$ cat config.mk
export PLATFORM = sky130hd
export DESIGN_NAME = gmcp_exp_term
export DESIGN_NICKNAME = d
export VERILOG_FILES = /design/src/rtl/gmcp_pkg.sv /design/src/rtl/gmcp_exp_term.sv
export SDC_FILE = /design/constraint.sdc
export NUM_CORES = 2
export LEC_CHECK = 0
export ABC_AREA = 1
export BUFFER_PORTS_ARGS = -buffer_cell sky130_fd_sc_hd__buf_2
export CAP_MARGIN = 20
export CELL_PAD_IN_SITES_DETAIL_PLACEMENT = 1
export CELL_PAD_IN_SITES_GLOBAL_PLACEMENT = 2
export CORE_ASPECT_RATIO = 1.4
export CORE_MARGIN = 2
export CORE_UTILIZATION = 39
export DETAILED_ROUTE_END_ITERATION = 8
export PLACE_DENSITY_LB_ADDON = 0.3
export SETUP_SLACK_MARGIN = 0.1
export SYNTH_ARGS = -nofsm -noshare
export SYNTH_HDL_FRONTEND = slang
export SYNTH_SLANG_ARGS = --single-unit
$ cat constraint.sdc
create_clock -name clk -period 0.8 [get_ports clk]
set_input_delay 0.04 -clock clk [delete_from_list [all_inputs] [get_ports clk]]
set_output_delay 0.04 -clock clk [all_outputs]
set_load 0.1 [all_outputs]
$ cat src/rtl/gmcp_pkg.sv
// Shared types and constants for the gaussian mask complex pixel block.
// No dependencies; used by every module of the block and by its checker.
`timescale 1ns / 1ps
`default_nettype none

package gmcp_pkg;

	// Field and register widths
	localparam int unsigned GMCP_PIXEL_W = 32;
	localparam int unsigned POS_W        = 12;
	localparam int unsigned DIM_MAX      = 4096;
	localparam int unsigned CTR_W        = 20;
	localparam int unsigned SHP_W        = 32;
	localparam int unsigned FILL_W       = 64;
	localparam int unsigned DATA_W       = 64;
	localparam int unsigned IDX_W        = 3;

	// Exponential series: remainder, term and partial sum in Q.32
	localparam int unsigned SER_W = 32;
	localparam int unsigned SUM_W = 33;
	localparam int unsigned WGT_W = 17;

	localparam logic [SER_W-1:0] LN2_Q32 = 32'd2977044472;
	localparam logic [SUM_W-1:0] SUM_ONE = 33'h1_0000_0000;
	localparam logic [WGT_W-1:0] WGT_ONE = 17'h1_0000;

	// Octave estimate n ~ (s >> SHI_LSB) * N_RECIP >> N_SHIFT, low by at most one
	localparam int unsigned SHI_LSB = 20;
	localparam int unsigned N_SHIFT = 20;
	localparam logic [8:0]  N_RECIP = 9'((64'd1 << (SHI_LSB + N_SHIFT)) / 64'(LN2_Q32));

	// Pipeline depth
	localparam int unsigned FRONT_STAGES = 10;
	localparam int unsigned TERM_STAGES  = 4;
	localparam int unsigned NUM_TERMS    = 11;
	localparam int unsigned BACK_STAGES  = 6;
	localparam int unsigned GMCP_LATENCY = FRONT_STAGES + TERM_STAGES * NUM_TERMS + BACK_STAGES;

	typedef enum logic [IDX_W-1:0] {
		REG_CENTER_X = 3'd0,
		REG_CENTER_Y = 3'd1,
		REG_SHAPE_M00 = 3'd2,
		REG_SHAPE_M01 = 3'd3,
		REG_SHAPE_M10 = 3'd4,
		REG_SHAPE_M11 = 3'd5,
		REG_INVERT = 3'd6,
		REG_FILL = 3'd7
	} gmcp_reg_e;

	// State of the series between term units; term is not yet folded into sum
	typedef struct packed {
		logic             valid;
		logic [SER_W-1:0] r;
		logic [SER_W-1:0] term;
		logic [SUM_W-1:0] sum;
	} gmcp_ser_t;

endpackage

`default_nettype wire

$ cat src/rtl/gmcp_exp_term.sv
// One term of the exp(-r) Taylor series: term_k = ((term * r) >> 32) / K.
// Four register stages. Depends on gmcp_pkg.
`timescale 1ns / 1ps
`default_nettype none

module gmcp_exp_term
	import gmcp_pkg::*;
#(
	parameter int unsigned K      = 2,
	parameter int unsigned SIDE_W = 1
) (
	input  wire logic              clk,
	input  wire logic              arst_n,
	input  gmcp_ser_t              ser_in,
	input  wire logic [SIDE_W-1:0] side_in,
	output gmcp_ser_t              ser_out,
	output logic      [SIDE_W-1:0] side_out
);

	localparam int unsigned      C        = $clog2(K);
	localparam logic [SER_W-1:0] RK       = SER_W'((64'd1 << (31 + C)) / 64'(K));
	localparam logic [SER_W-1:0] K_W      = SER_W'(K);
	localparam bit               SUB_PREV = ((K - 1) % 2) == 1;

	logic [3:0] v_q;

	logic [63:0]       prod_s1;
	logic [SUM_W-1:0]  sum_s1, sum_s2, sum_s3, sum_s4;
	logic [SER_W-1:0]  r_s1, r_s2, r_s3, r_s4;
	logic [SIDE_W-1:0] side_s1, side_s2, side_s3, side_s4;
	logic [SER_W-1:0]  x_s2, x_s3;
	logic [63:0]       y_s2;
	logic [SER_W-1:0]  q_s3, qk_s3;
	logic [SER_W-1:0]  term_s4;
	logic [SER_W-1:0]  q_est, rem;

	always_ff @(posedge clk or negedge arst_n) begin
		if (!arst_n) begin
			v_q <= '0;
		end else begin
			v_q <= {v_q[2:0], ser_in.valid};
		end
	end

	// estimate is exact or one low; rem >= K fixes it
	assign q_est = SER_W'(y_s2 >> (31 + C));
	assign rem   = x_s3 - qk_s3;

	always_ff @(posedge clk) begin
		// s1: product, and fold the previous term into the sum
		prod_s1 <= 64'(ser_in.term) * 64'(ser_in.r);
		sum_s1  <= SUB_PREV ? ser_in.sum - SUM_W'(ser_in.term)
		                    : ser_in.sum + SUM_W'(ser_in.term);
		r_s1    <= ser_in.r;
		side_s1 <= side_in;
		// s2: reciprocal multiply for the divide by K
		x_s2    <= prod_s1[63:32];
		y_s2    <= 64'(prod_s1[63:32]) * 64'(RK);
		sum_s2  <= sum_s1;
		r_s2    <= r_s1;
		side_s2 <= side_s1;
		// s3
		x_s3    <= x_s2;
		q_s3    <= q_est;
		qk_s3   <= SER_W'(q_est * K_W);
		sum_s3  <= sum_s2;
		r_s3    <= r_s2;
		side_s3 <= side_s2;
		// s4: correction
		term_s4 <= q_s3 + SER_W'(rem >= K_W);
		sum_s4  <= sum_s3;
		r_s4    <= r_s3;
		side_s4 <= side_s3;
	end

	assign ser_out.valid = v_q[3];
	assign ser_out.r     = r_s4;
	assign ser_out.term  = term_s4;
	assign ser_out.sum   = sum_s4;
	assign side_out      = side_s4;

endmodule

`default_nettype wire

==> reports/results.tsv <==
metric	value	unit
status	finished with violations	
violations	negative hold slack, negative setup slack	
yosysSeqAreaShare	0.175	
wl_per_cell	19.7	um
clkSinkCount	392	
syn_nets	6772	
start_util	0.392	
cpMostUsedCell	fa_1	
antenna_found_initial	0	
grt_pass1_vias	42556	
vias	36297	
maxCapViolations	0	
yosys_register_bits	392	
num_io_pins	200	
fill_cells	13146	
cts_buffer_depth	3	
reg2reg_depth	0	
regArea	7990	um^2
portBuffers	198	
drive_gt1_frac	0.271	
critical_path.max_fanout	6	
ant_nets	0	
path_class	input pin to flip-flop	
skew	0.0565	ns
worstPathRequired	1.39	ns
dieWidth	291	um
holdCritPathClass	input pin to flip-flop	
multi_input_area	33100	um^2
cp_slowest_cell	fa_2	
layout_commonest_cell	inv_1	
cts_made_buffers	42	
drc	0	
fp.coreArea	114000	um^2
worst_hold_slack	-0.221	ns
cts_tree	built	
nNetsFinal	7448	
setup_violations	160	
wirelength	151000	um
period_needed	5.68	ns
dr.first_iter.drc_count	1317	
syn_to_final_growth	34.3	%
syn_inst	5483	
cp-start-kind	input pin	
insertion_delay	0.66	ns
cp-end-kind	flip-flop	
min_path_cells	4	
post_synth.cell_area_avg	8.18	um^2
routed_via_density	4.72	
drt_pre_antenna_iters	4	
arrival	6.27	ns
period_share	7.10	
synth_cell_types	36	
rsz0062_at_grt	yes	
setup_ws	-4.88	ns
ys_warn_count	0	
globalplace.congestion	0.884	
std_cell_rows	147	
final_cell_mix	inv_1, nand2_1, fa_1	
htree_levels	2	
cts_hold_buf	35	
hpwl	124000	um
grt-ovfl-total	0	
clock.fmax	176	MHz
antenna_cells	0	
clkTransAtPathRegs	0.06	ns
synth_area	44900	um^2
grtUsageTotal	0.263	
die_h	405	um
root_buffer	clkbuf_16	
slew_viol_final	0	
grt_max_degree	27	
grt_pass1_wl	239000	um
hold_viol	26	
die-area	118000	um^2
critPathMaxStageDelay	0.58	ns
through the flow:
stage	setup TNS, ns	std cells	cell area, um^2	setup WS [ns]	util
after detailed placement	-223.97	7473	54000	-6.06	0.472
after floorplan	-169.17	5483	46700	-4.95	-
final	-200.18	7682	60300	-4.88	0.527
after global placement	-222.21	7473	54000	-5.98	0.472
after CTS	-201.54	7654	59000	-4.89	0.515
after global routing	-210.88	7682	60300	-5.08	0.527
cell type report:
class | instances | area share
clock buffer | 49 | 0.0182
clock inverter | 28 | 0.00563
inverter | 1680 | 0.106
multi-input combinational | 3187 | 0.548
sequential | 392 | 0.133
tap | 1490 | 0.0309
timing repair buffer | 856 | 0.159
registers in the layout, indices dropped and copies added, names as in the netlist, 32 cells and up:
name / cells
r_s1: 32
r_s2: 32
r_s3: 32
r_s4: 32
sum_s1: 33
sum_s2: 33
sum_s3: 33
sum_s4: 33
routing by layer:
layer  share of wire  GRT usage  vias to the layer above
met5               0          0                        -
met4           0.034     0.0763                        0
met3           0.026     0.0235                      227
met2            0.55      0.508                      557
met1            0.39      0.306                    18820
li1                -          -                    16693
final timing paths:
check	slack [ns]	endpoint	start
min in group asynchronous	0.30	v_q[3]$_DFF_PN0_	arst_n
max in group asynchronous	0.32	v_q[0]$_DFF_PN0_	arst_n
max reg2reg	0.19	x_s2[23]$_DFF_P_	prod_s1[55]$_DFF_P_
max	-4.88	prod_s1[60]$_DFF_P_	ser_in[47]
min	-0.22	sum_s1[0]$_DFF_P_	ser_in[0]
min reg2reg	0.29	r_s4[0]$_DFF_P_	r_s3[0]$_DFF_P_
kinds of logic after synthesis:
logic type / count (synthesis) / share of synthesized area
compound gates: 253 / 0.0300
fa+ha+maj: 1188 / 0.481
buf+inv: 1904 / 0.159
simple gates: 1713 / 0.148
flops: 392 / 0.175
xor+xnor: 32 / 0.00625
other cells: 1 / 0.0000836
synthesized netlist by cell type, drive strengths merged:
cell type  instances  area share
a21boi             3     0.00050
a21o              10      0.0017
a21oi            137       0.015
a31oi              1     0.00014
and2               1     0.00014
buf                6     0.00067
clkbuf           218       0.018
conb               1    0.000084
dfrtp              4      0.0022
dfxtp            388        0.17
fa               896        0.40
ha               292       0.081
inv             1680        0.14
nand2           1422        0.12
nand3             65      0.0072
nand3b             4     0.00067
nand4             16      0.0022
nor2             173       0.015
nor3              26      0.0030
nor4               5     0.00084
o211ai             1     0.00017
o21a               4     0.00067
o21ai             89       0.010
o21bai             7      0.0012
o221ai             1     0.00020
or2                1     0.00014
xnor2             12      0.0023
xor2              20      0.0039
critical path: cells and delay by family:
family | cells | cell delay, ns
buffers and inverters | 11 | 0.94
AND/OR/NAND/NOR | 9 | 0.86
adder cells (fa/ha/maj) | 9 | 4.39
what timing repair did:
action	in CTS	in global routing
cloned	12	4
pin swaps	216	133
setup buffers	61	25
endpoints found under the setup margin	161	161
gates resized for setup	636	318
endpoints found under the hold margin	65	23
Power is not shown: default switching activity piles up to over one toggle a cycle in this logic, so the estimate is an artifact.
